--- config.mk ---
export PLATFORM = sky130hd
export DESIGN_NAME = fifo_with_duplicate_purge_core
export DESIGN_NICKNAME = d
export VERILOG_FILES = /design/src/hw/rtl/fwdp_pkg.sv /design/src/hw/rtl/fifo_with_duplicate_purge_core.sv
export SDC_FILE = /design/constraint.sdc
export NUM_CORES = 1
export LEC_CHECK = 0
export ABC_CLOCK_PERIOD_IN_PS = 5300
export BUFFER_PORTS_ARGS = -buffer_cell sky130_fd_sc_hd__buf_4
export CORE_ASPECT_RATIO = 2
export CORE_MARGIN = 2
export CORE_UTILIZATION = 55
export CTS_BUF_LIST = sky130_fd_sc_hd__clkbuf_8 sky130_fd_sc_hd__clkbuf_16
export DETAILED_ROUTE_END_ITERATION = 10
export PLACE_DENSITY_LB_ADDON = 0.1
export SYNTH_ARGS = -nofsm -noshare
export SYNTH_HDL_FRONTEND = slang
export SYNTH_SLANG_ARGS = --single-unit
--- constraint.sdc ---
create_clock -name clock -period 5.3 [get_ports clock]
set_input_delay 0.265 -clock clock [delete_from_list [all_inputs] [get_ports clock]]
set_output_delay 0.265 -clock clock [all_outputs]
set_load 0.005 [all_outputs]
--- src/hw/rtl/fwdp_pkg.sv ---
// fwdp_pkg: request and status codes, payload structs and the default depth
// for the queue with duplicate purge. No dependencies.
package fwdp_pkg;

   // default number of words held
   localparam int DEPTH_DEFAULT = 16;

   // request codes
   localparam logic [1:0] REQ_PUSH  = 2'd0;
   localparam logic [1:0] REQ_POP   = 2'd1;
   localparam logic [1:0] REQ_PURGE = 2'd2;

   // status codes
   localparam logic [1:0] ST_OK    = 2'd0;
   localparam logic [1:0] ST_EMPTY = 2'd1;
   localparam logic [1:0] ST_FULL  = 2'd2;

   // saturation value of the removal count
   localparam logic [3:0] REMOVED_MAX = 4'hF;

   // input transfer
   typedef struct packed {
      logic [1:0]         req_type;
      logic signed [31:0] value;
   } fwdp_req_type;

   // result transfer
   typedef struct packed {
      logic [1:0]         status;
      logic signed [31:0] popped_value;
      logic [3:0]         removed_count;
      logic signed [31:0] front_value;
      logic [4:0]         occupancy;
      logic               is_empty;
   } fwdp_rsp_type;

endpackage

--- src/hw/rtl/fifo_with_duplicate_purge_core.sv ---
// fifo_with_duplicate_purge_core: bounded ring queue of signed words with push,
// pop and an in-place duplicate purge run by a small sequencer.
// Depends on fwdp_pkg.

// Every request ends with a read of the front word through S_FRONT_RD and
// S_FRONT_WAIT before the result is registered; a pop of a held word first passes
// S_POP_WAIT, and a purge walks the held words through the single read port of the
// ring store, one word a cycle, while a shared comparator decides per word whether
// it is kept and moved down.
// One request is worked at a time; a new request is taken once the previous
// result has left the output register. The store holds no reset value; only
// held positions are ever used.
module fifo_with_duplicate_purge_core
   import fwdp_pkg::*;
#(
   parameter int DEPTH = DEPTH_DEFAULT
) (
   input  logic         clock,
   input  logic         reset,
   input  logic         req_valid,
   output logic         req_stall,
   input  fwdp_req_type req_payload,
   output logic         rsp_valid,
   input  logic         rsp_stall,
   output fwdp_rsp_type rsp_payload
);

   localparam int AW = (DEPTH > 1) ? $clog2(DEPTH) : 1;
   localparam int CW = $clog2(DEPTH + 1);
   localparam int SW = CW + 1;

   localparam logic [2:0] S_IDLE       = 3'd0;
   localparam logic [2:0] S_POP_WAIT   = 3'd1;
   localparam logic [2:0] S_PURGE      = 3'd2;
   localparam logic [2:0] S_FRONT_RD   = 3'd3;
   localparam logic [2:0] S_FRONT_WAIT = 3'd4;

   // ring position of base plus offset
   function automatic logic [AW-1:0] ring_slot(input logic [AW-1:0] base,
                                               input logic [CW-1:0] off);
      logic [SW-1:0] sum;
      sum = SW'(base) + SW'(off);
      if (sum >= SW'(DEPTH)) begin
         sum = sum - SW'(DEPTH);
      end
      return sum[AW-1:0];
   endfunction

   logic [2:0]         state_ff, state_in;
   logic [AW-1:0]      head_ff, head_in;
   logic [CW-1:0]      count_ff, count_in;
   logic [CW-1:0]      issue_ff, issue_in;
   logic [CW-1:0]      wr_ff, wr_in;
   logic               pend_ff, pend_in;
   logic               seen_ff, seen_in;
   logic [3:0]         removed_ff, removed_in;
   logic [1:0]         status_ff, status_in;
   logic signed [31:0] popped_ff, popped_in;
   logic signed [31:0] word_ff, word_in;
   logic               rsp_valid_ff, rsp_valid_in;
   fwdp_rsp_type       rsp_ff, rsp_in;

   logic signed [31:0] store_ff [DEPTH];
   logic signed [31:0] rd_data_ff;
   logic               mem_we;
   logic [AW-1:0]      mem_wa;
   logic signed [31:0] mem_wd;
   logic [AW-1:0]      mem_ra;
   logic               accept;
   logic               full;
   logic               match;
   logic [CW+4:0]      occ_ext;

   assign req_stall   = !((state_ff == S_IDLE) && !rsp_valid_ff);
   assign accept      = req_valid && !req_stall;
   assign full        = (count_ff == CW'(DEPTH));
   assign match       = (rd_data_ff == word_ff);
   assign occ_ext     = {5'd0, count_ff};
   assign rsp_valid   = rsp_valid_ff;
   assign rsp_payload = rsp_ff;

   // single read port: purge walk address, else the front
   assign mem_ra = (state_ff == S_PURGE) ? ring_slot(head_ff, issue_ff) : head_ff;

   // sequencer
   always_comb begin
      state_in     = state_ff;
      head_in      = head_ff;
      count_in     = count_ff;
      issue_in     = issue_ff;
      wr_in        = wr_ff;
      pend_in      = pend_ff;
      seen_in      = seen_ff;
      removed_in   = removed_ff;
      status_in    = status_ff;
      popped_in    = popped_ff;
      word_in      = word_ff;
      rsp_valid_in = rsp_valid_ff;
      rsp_in       = rsp_ff;
      mem_we       = 1'b0;
      mem_wa       = ring_slot(head_ff, count_ff);
      mem_wd       = req_payload.value;

      // result leaves
      if (rsp_valid_ff && !rsp_stall) begin
         rsp_valid_in = 1'b0;
      end

      unique case (state_ff)
         S_IDLE: begin
            if (accept) begin
               status_in  = ST_OK;
               popped_in  = '0;
               removed_in = '0;
               word_in    = req_payload.value;
               state_in   = S_FRONT_RD;
               unique case (req_payload.req_type)
                  REQ_PUSH: begin
                     if (full) begin
                        status_in = ST_FULL;
                     end else begin
                        mem_we   = 1'b1;
                        count_in = count_ff + 1'b1;
                     end
                  end
                  REQ_POP: begin
                     // front read is already under way at head
                     if (count_ff == '0) begin
                        status_in = ST_EMPTY;
                     end else begin
                        state_in = S_POP_WAIT;
                     end
                  end
                  REQ_PURGE: begin
                     issue_in = '0;
                     wr_in    = '0;
                     pend_in  = 1'b0;
                     seen_in  = 1'b0;
                     state_in = S_PURGE;
                  end
                  default: begin
                     state_in = S_FRONT_RD;
                  end
               endcase
            end
         end
         S_POP_WAIT: begin
            popped_in = rd_data_ff;
            head_in   = ring_slot(head_ff, CW'(1));
            count_in  = count_ff - 1'b1;
            state_in  = S_FRONT_RD;
         end
         S_PURGE: begin
            // issue the next read of the walk
            if (issue_ff < count_ff) begin
               issue_in = issue_ff + 1'b1;
               pend_in  = 1'b1;
            end else begin
               pend_in = 1'b0;
            end
            // compare the word read last cycle, keep or drop it
            if (pend_ff) begin
               if (match && seen_ff) begin
                  if (removed_ff != REMOVED_MAX) begin
                     removed_in = removed_ff + 1'b1;
                  end
               end else begin
                  mem_we = 1'b1;
                  mem_wa = ring_slot(head_ff, wr_ff);
                  mem_wd = rd_data_ff;
                  wr_in  = wr_ff + 1'b1;
                  if (match) begin
                     seen_in = 1'b1;
                  end
               end
            end
            // walk done
            if (!(issue_ff < count_ff) && !pend_ff) begin
               count_in = wr_ff;
               state_in = S_FRONT_RD;
            end
         end
         S_FRONT_RD: begin
            state_in = S_FRONT_WAIT;
         end
         S_FRONT_WAIT: begin
            rsp_in.status        = status_ff;
            rsp_in.popped_value  = popped_ff;
            rsp_in.removed_count = removed_ff;
            rsp_in.front_value   = (count_ff != '0) ? rd_data_ff : 32'sd0;
            rsp_in.occupancy     = occ_ext[4:0];
            rsp_in.is_empty      = (count_ff == '0);
            rsp_valid_in         = 1'b1;
            state_in             = S_IDLE;
         end
         default: begin
            state_in = S_IDLE;
         end
      endcase
   end

   // control registers
   always_ff @(posedge clock) begin
      if (reset) begin
         state_ff     <= S_IDLE;
         head_ff      <= '0;
         count_ff     <= '0;
         pend_ff      <= 1'b0;
         rsp_valid_ff <= 1'b0;
      end else begin
         state_ff     <= state_in;
         head_ff      <= head_in;
         count_ff     <= count_in;
         pend_ff      <= pend_in;
         rsp_valid_ff <= rsp_valid_in;
      end
   end

   // work and payload registers
   always_ff @(posedge clock) begin
      issue_ff   <= issue_in;
      wr_ff      <= wr_in;
      seen_ff    <= seen_in;
      removed_ff <= removed_in;
      status_ff  <= status_in;
      popped_ff  <= popped_in;
      word_ff    <= word_in;
      rsp_ff     <= rsp_in;
   end

   // ring store, one write and one registered read per cycle
   always_ff @(posedge clock) begin
      if (mem_we) begin
         store_ff[mem_wa] <= mem_wd;
      end
      rd_data_ff <= store_ff[mem_ra];
   end

endmodule

==> summary.txt, run 1 <==
Sequential area share after synthesis: 74.1%
Critical path's slowest cell: o311a_2
Flop pwr share: 43.5%
Antenna-violating nets left: 0
FF+latch count, synth: 715
Clock power frac: 27.6%
WS Path Type: register to register
Crit path max fanout: 32
Post-synth cell types: 47
Ant diodes: 0
Most frequent CP cell: buf_4
Tot Pwr: 16.6 mW
PortBufs: 115
Number of remaining DRC errors: 0
Place WS: 1410 ps
Crit path max-delay family: buffers and inverters
Switching share of power: 32.8%
Crit path DAT: 4210 ps
Commonest cells in the netlist: edfxtp_1, nand2_1, a31oi_1
Initial antenna violation count: 1
Worst Skew: 30.5 ps
Final worst slack: 1350 ps
Reg-to-Reg End: store_ff[6][4]
Post-synth EDFFs: 669
Switch Pwr: 5.46 mW
CTS Buffer Depth: 3
RSZ-0062 raised after global routing: no
Top FF cell, synth: edfxtp_1
Peak Freq: 0.253 GHz
GP Congestion: 0.816
CP cell instances: nand2_4, inv_2, o311a_2, buf_4, nor2b_1, a31oi_1, buf_4, nor3_2, buf_4
Die Wd: 165 µm
Finished Core Util: 63.8%
DP HPWL: 43.0 mm
Synthesized area: 0.0284 mm²
Final Cycle Share: 74.5%
Via count: 16000
Cell-internal power: 11.2 mW
Count leader, synth: edfxtp_1
# clock sinks: 715
Mean number of vias per cell: 5.92
Hold path start: req_payload[33]
Slew headroom: 34.3%
DRT Wirelength: 65.8 mm
Layout area overhead: 14.6%
CTS buffer count: 60
Site row count: 117
Post-CTS sizing: 0
Status: completed
Type of origin of the critical path: register
Root Driver: clkbuf_16
Worst hold path endpoint: state_ff[0]
Initial DRC Count: 1544
All-layer global routing usage: 24.8%
Vias in the first global route: 15900
CTS clk-pin slew, worst paths: 80 ps
Cell Pwr Density: 512 mW/mm²
Worst-skew pair later-pin latency: 640 ps
Hold Path Depth: 4
Num ports: 116
Syn. warnings: 0
Required @ worst endpoint: 5550 ps
CTS tree: built
Asr flop ratio synth: 0%
Setup crit end kind: register
Final count of pins violating max slew: 0
Post-Syn Nets: 1919
# setup viols final: 0
Synth area leaders: edfxtp_1, nand2_1, a211oi_1
Grt ovf: 0
VDD IR-drop max: 451 µV
First-pass GRT wire length: 97.9 mm
Starting Density: 55.7%
Post-Syn Instances: 1853
Buffers plus inverters on the worst setup path: 4
R2r worst-path depth: 9
Final min period: 3950 ps
Critical path's largest stage delay: 800 ps
Maxcap violations: 0
Pre-antenna DRT Iters: 5
Worst-Margin Slew: 986 ps
Leading area contributor after synthesis: edfxtp_1
R2r startpoint: state_ff[1]
Drt wl/cell: 24.3 µm
Nets@finish: 2067
Hold violation total from the final report: 0
Mapped Avg Cell Area: 15.3 µm²
Die H: 325 µm
Inst Count DP: 2557
Final cell count without fillers: 2703
DIE AREA: 0.0535 mm²
# Post-CTS Setup Buffers: 0
Fill count: 3758
CTS H-tree lvls: 2
Flop2flop setup slack: 1350 ps
Largest net degree at the start of global routing: 150
Static Leak: 11.0 nW
Fraction of layout cells with a size suffix above 1: 16.9%
HP Class: input pin to register
Logic pwr share: 28.9%
Core Box Area: 0.0509 mm²
Post-synth top area share: 70.8%
-- tightest hold or removal path, delay by kind of cell --
family	cells	cell delay (ps)
compound gates	2	150
fa+ha+maj	1	150
buf+inv	1	90
-- metal layers --
| layer | part of all wire [%] | track usage, % |
|---|---|---|
| met4 | 3.9 | 9.66 |
| met2 | 51 | 41.4 |
| met1 | 40 | 32.5 |
| met5 | 0.020 | 0 |
| met3 | 5.8 | 4.14 |
-- power groups by stage --
stage / Sequential, mW / Combinational, mW / Clock, mW
after CTS: 7.23 / 4.82 / 4.66
after floorplan: 7.22 / 3.20 / 0
final: 7.23 / 4.81 / 4.59
after global routing: 7.28 / 5.23 / 4.86
after global placement: 7.33 / 4.69 / 0
after detailed placement: 7.36 / 4.78 / 0
-- placed cells by master (no fill, tap or decap), drive strengths merged, types with 5 or more instances in the layout --
cell type    count
mux2            32
edfxtp         669
inv             29
nor2            33
ha              24
a211oi         131
a31oi          133
a21o            11
xnor2           10
a21oi           16
and2           162
xor2            45
and3             6
nor4             9
clkinvlp         5
clkinv          20
mux4            32
nor2b           34
buf            158
dfxtp           46
nand2          280
nor3            20
nand3            6
dlygate4sd3     36
clkbuf          62
bufinv          10
-- cell families after synthesis --
kind of cell    Yosys count  share of synthesized area, %
fa+ha+maj                28                          1.34
mux                      67                          3.96
xor+xnor                 55                          1.75
buf+inv                 124                          1.99
compound gates          306                          7.37
simple gates            558                          9.50
flops                   715                          74.1
-- repair_timing --
| item | 4_1_cts | 5_1_grt |
|---|---|---|
| endpoints found under the setup margin | 0 | 0 |
| hold buffers | 36 | 0 |
| endpoints found under the hold margin | 45 | 0 |
-- per-stage QoR --
step | area, µm² | hold WS [ps] | setup TNS [ps]
after detailed placement | 30100 | 406 | 0
final | 32500 | 61.6 | 0
after CTS | 32500 | 46.2 | 0
after floorplan | 28400 | 337 | -61670
after global placement | 30100 | 403 | 0
after global routing | 32500 | 73.6 | 0
-- registers in the layout, summed over array words and instances, names as in the netlist, 2 cells and up --
name and cells:
popped_ff 32, store_ff 512, head_ff 4, word_ff 32, state_ff 3, rsp_payload 76, count_ff 5, issue_ff 5
removed_ff 4, rd_data_ff 32, wr_ff 5, status_ff 2
-- how the worst max path moves through the flow --
stage / slack, ps / cells after the start / startpoint / endpoint
finish: 1350 / 9 / state_ff[1] / store_ff[6][4]
global route: 1150 / 9 / state_ff[1] / store_ff[6][4]
CTS: 1380 / 9 / state_ff[1] / store_ff[6][24]
detailed placement: 1410 / 9 / state_ff[1] / store_ff[6][7]
global placement: 1510 / 9 / state_ff[1] / store_ff[6][15]
floorplan: -260 / 5 / state_ff[0] / store_ff[13][0]
-- final cells by class --
class / count / area (µm²) / area share [%]
sequential: 715 / 21000 / 64.7
multi-input combinational: 1014 / 6930 / 21.3
timing repair buffer: 194 / 1620 / 4.99
clock buffer: 62 / 1530 / 4.71
tap: 654 / 818 / 2.52
clock inverter: 48 / 519 / 1.60
inverter: 16 / 60.1 / 0.185
Note: power is estimated with default switching activity, not from simulation.
==> run 2: changes to the inputs <==
Settings changed: ABC_CLOCK_PERIOD_IN_PS 5300 to 3900.
Clock period 5.3 ns to 3.9 ns, I/O delays scaled along.
==> summary.txt, run 2 (synthesis gave the netlist of run 1 again) <==
Status: completed
CTS H-tree lvls: 2 (unchanged)
Hold path start: req_payload[32]
Pre-antenna DRT Iters: 5 (unchanged)
VDD IR-drop max: 555 µV (+23%)
Initial DRC Count: 1574 (+1.9%)
Final cell count without fillers: 2711 (+0.30%)
R2r startpoint: word_ff[27]
# clock sinks: 715 (unchanged)
Mean number of vias per cell: 5.92 (about the same)
R2r worst-path depth: 8 (-1)
Vias in the first global route: 16000 (+0.36%)
Critical path's largest stage delay: 810 ps (about the same)
Placed inst area: 0.0305 mm² (+1.5%)
Setup TNS: 0 ps (unchanged)
Die H: 325 µm (unchanged)
Starting Density: 55.7% (unchanged)
Largest Register: store_ff
Final Cycle Share: 91.2% (+17 points)
Number of remaining DRC errors: 0 (unchanged)
Flop2flop setup slack: 340 ps (-1010 ps)
# Post-CTS Setup Buffers: 0 (unchanged)
Post-CTS sizing: 0 (unchanged)
Most frequent cells in the layout: edfxtp_1, nand2_1, buf_4, a31oi_1, a211oi_1
Critical path's slowest cell: xnor2_2
Worst hold path endpoint: status_ff[0]
Hold Path Depth: 3 (-1)
DRT Wirelength: 64.4 mm (-2.1%)
Worst-Margin Slew: 1060 ps (+75.9 ps)
RSZ-0062 raised after global routing: no
Slew headroom: 28.9% (-5.4 points)
Reg-to-Reg End: store_ff[6][3]
Hold violation total from the final report: 0 (unchanged)
Place WS: 374 ps (-1030 ps)
Largest net degree at the start of global routing: 98 (-35%)
Hold buffer count at cts: 37 (+2.8%)
Final worst slack: 342 ps (-1010 ps)
Peak Freq: 0.281 GHz (+11%)
# setup viols final: 0 (unchanged)
Required @ worst endpoint: 4260 ps (-1290 ps)
CTS Buffer Depth: 3 (unchanged)
Worst Skew: 22.0 ps (-8.51 ps)
Num ports: 116 (unchanged)
Final min period: 3560 ps (-393 ps)
Core Box Area: 0.0509 mm² (unchanged)
First-pass GRT wire length: 96.6 mm (-1.3%)
Setup crit end kind: register
Nets@finish: 2078 (+0.53%)
Commonest non-fill, non-tap cell in the layout: edfxtp_1
Die Wd: 165 µm (unchanged)
Root Driver: clkbuf_16
DIE AREA: 0.0535 mm² (unchanged)
Max reg flops: 512 (unchanged)
Via count: 16000 (+0.25%)
CTS tree: built
Worst-skew pair later-pin latency: 620 ps (-20 ps)
Inst Count DP: 2567 (+0.39%)
Layout area overhead: 15.6%
Buffers plus inverters on the worst setup path: 1 (-3)
Worst hold slack: 111 ps (+49.0 ps)
PortBufs: 115 (unchanged)
Site row count: 117 (unchanged)
Grt ovf: 0 (unchanged)
Antenna-violating nets left: 0 (unchanged)
Crit path DAT: 3920 ps (-290 ps)
Tot Pwr: 22.2 mW (+34%)
Drt wl/cell: 23.8 µm (-2.4%)
Finished Core Util: 64.3% (+0.56 points)
WS Path Type: register to register
CP cell instances: xor2_1, nor4_1, nand4_1, o311a_2, mux2i_4, xnor2_2, nor3_4, buf_12
Cell Pwr Density: 678 mW/mm² (+33%)
CTS buffer count: 60 (unchanged)
Fraction of layout cells with a size suffix above 1: 17.0% (+0.080 points)
Crit path max fanout: 32 (unchanged)
Type of origin of the critical path: register
Design Area, Final: 0.0328 mm² (+0.87%)
Initial antenna violation count: 1 (unchanged)
Static Leak: 11.2 nW (+1.4%)
Ant diodes: 0 (unchanged)
Fill count: 3700 (-1.5%)
GP Congestion: 0.878 (+7.6%)
Crit path max-delay family: XOR/XNOR gates
CTS clk-pin slew, worst paths: 60 ps (-20 ps)
Final count of pins violating max slew: 0 (unchanged)
All-layer global routing usage: 24.4% (-0.40 points)
DP HPWL: 42.7 mm (-0.61%)
Maxcap violations: 0 (unchanged)
HP Class: input pin to register
-- run 2: cell types whose count changed in the layout (fill, tap and decap cells not counted), moves of 5 or more --
cell / previous run / this run
buf_12: 6 / 28
nor3_2: 16 / 0
nor3_4: 0 / 16
buf_4: 152 / 140
bufinv_16: 10 / 4
inv_1: 26 / 31
-- run 2: power breakdown --
| group | internal, mW | switching [mW] | leakage, nW |
|---|---|---|---|
| clock | 3.12 | 2.60 | 0.975 |
| sequential | 9.36 | 0.455 | 6.47 |
| combinational | 2.46 | 4.25 | 3.73 |
-- run 2: how the worst max path moves through the flow --
stage / depth (start not counted) / slack [ps] / end / from
2_1_floorplan: 5 / -170 / store_ff[13][0] / state_ff[0]
3_3_place_gp: 8 / 330 / store_ff[12][10] / word_ff[27]
3_5_place_dp: 8 / 370 / store_ff[13][10] / word_ff[27]
4_1_cts: 8 / 370 / store_ff[6][10] / word_ff[27]
5_1_grt: 8 / 280 / store_ff[6][0] / word_ff[27]
6_report: 8 / 340 / store_ff[6][3] / word_ff[27]
-- run 2: routing by layer --
metal / wire length, µm / up-vias / GRT usage [%]
li1: - / 7315 / -
met1: 25600 / 8109 / 32.5
met2: 33800 / 526 / 42.5
met3: 3490 / 90 / 2.51
met4: 1580 / 2 / 6.94
met5: 13 / - / 0
-- run 2: worst register-to-register path: cells and delay by family, from the launching register on --
kind	cells	cell delay (ps)
XOR/XNOR	2	1050
buffers and inverters	1	230
AND/OR/NAND/NOR	3	920
multiplexers	1	250
flip-flops	1	390
AO/OA/AOI/OAI	1	450
-- run 2: layout make-up --
class / instances / area [µm²] / area share (%)
flip-flops and latches: 715 / 21000 / 64.1
multi-input cells: 1014 / 7040 / 21.5
repair buffers: 205 / 1980 / 6.05
clock buffers: 63 / 1550 / 4.74
well taps: 654 / 818 / 2.50
clock inverters: 44 / 307 / 0.935
inverters: 16 / 60.1 / 0.183
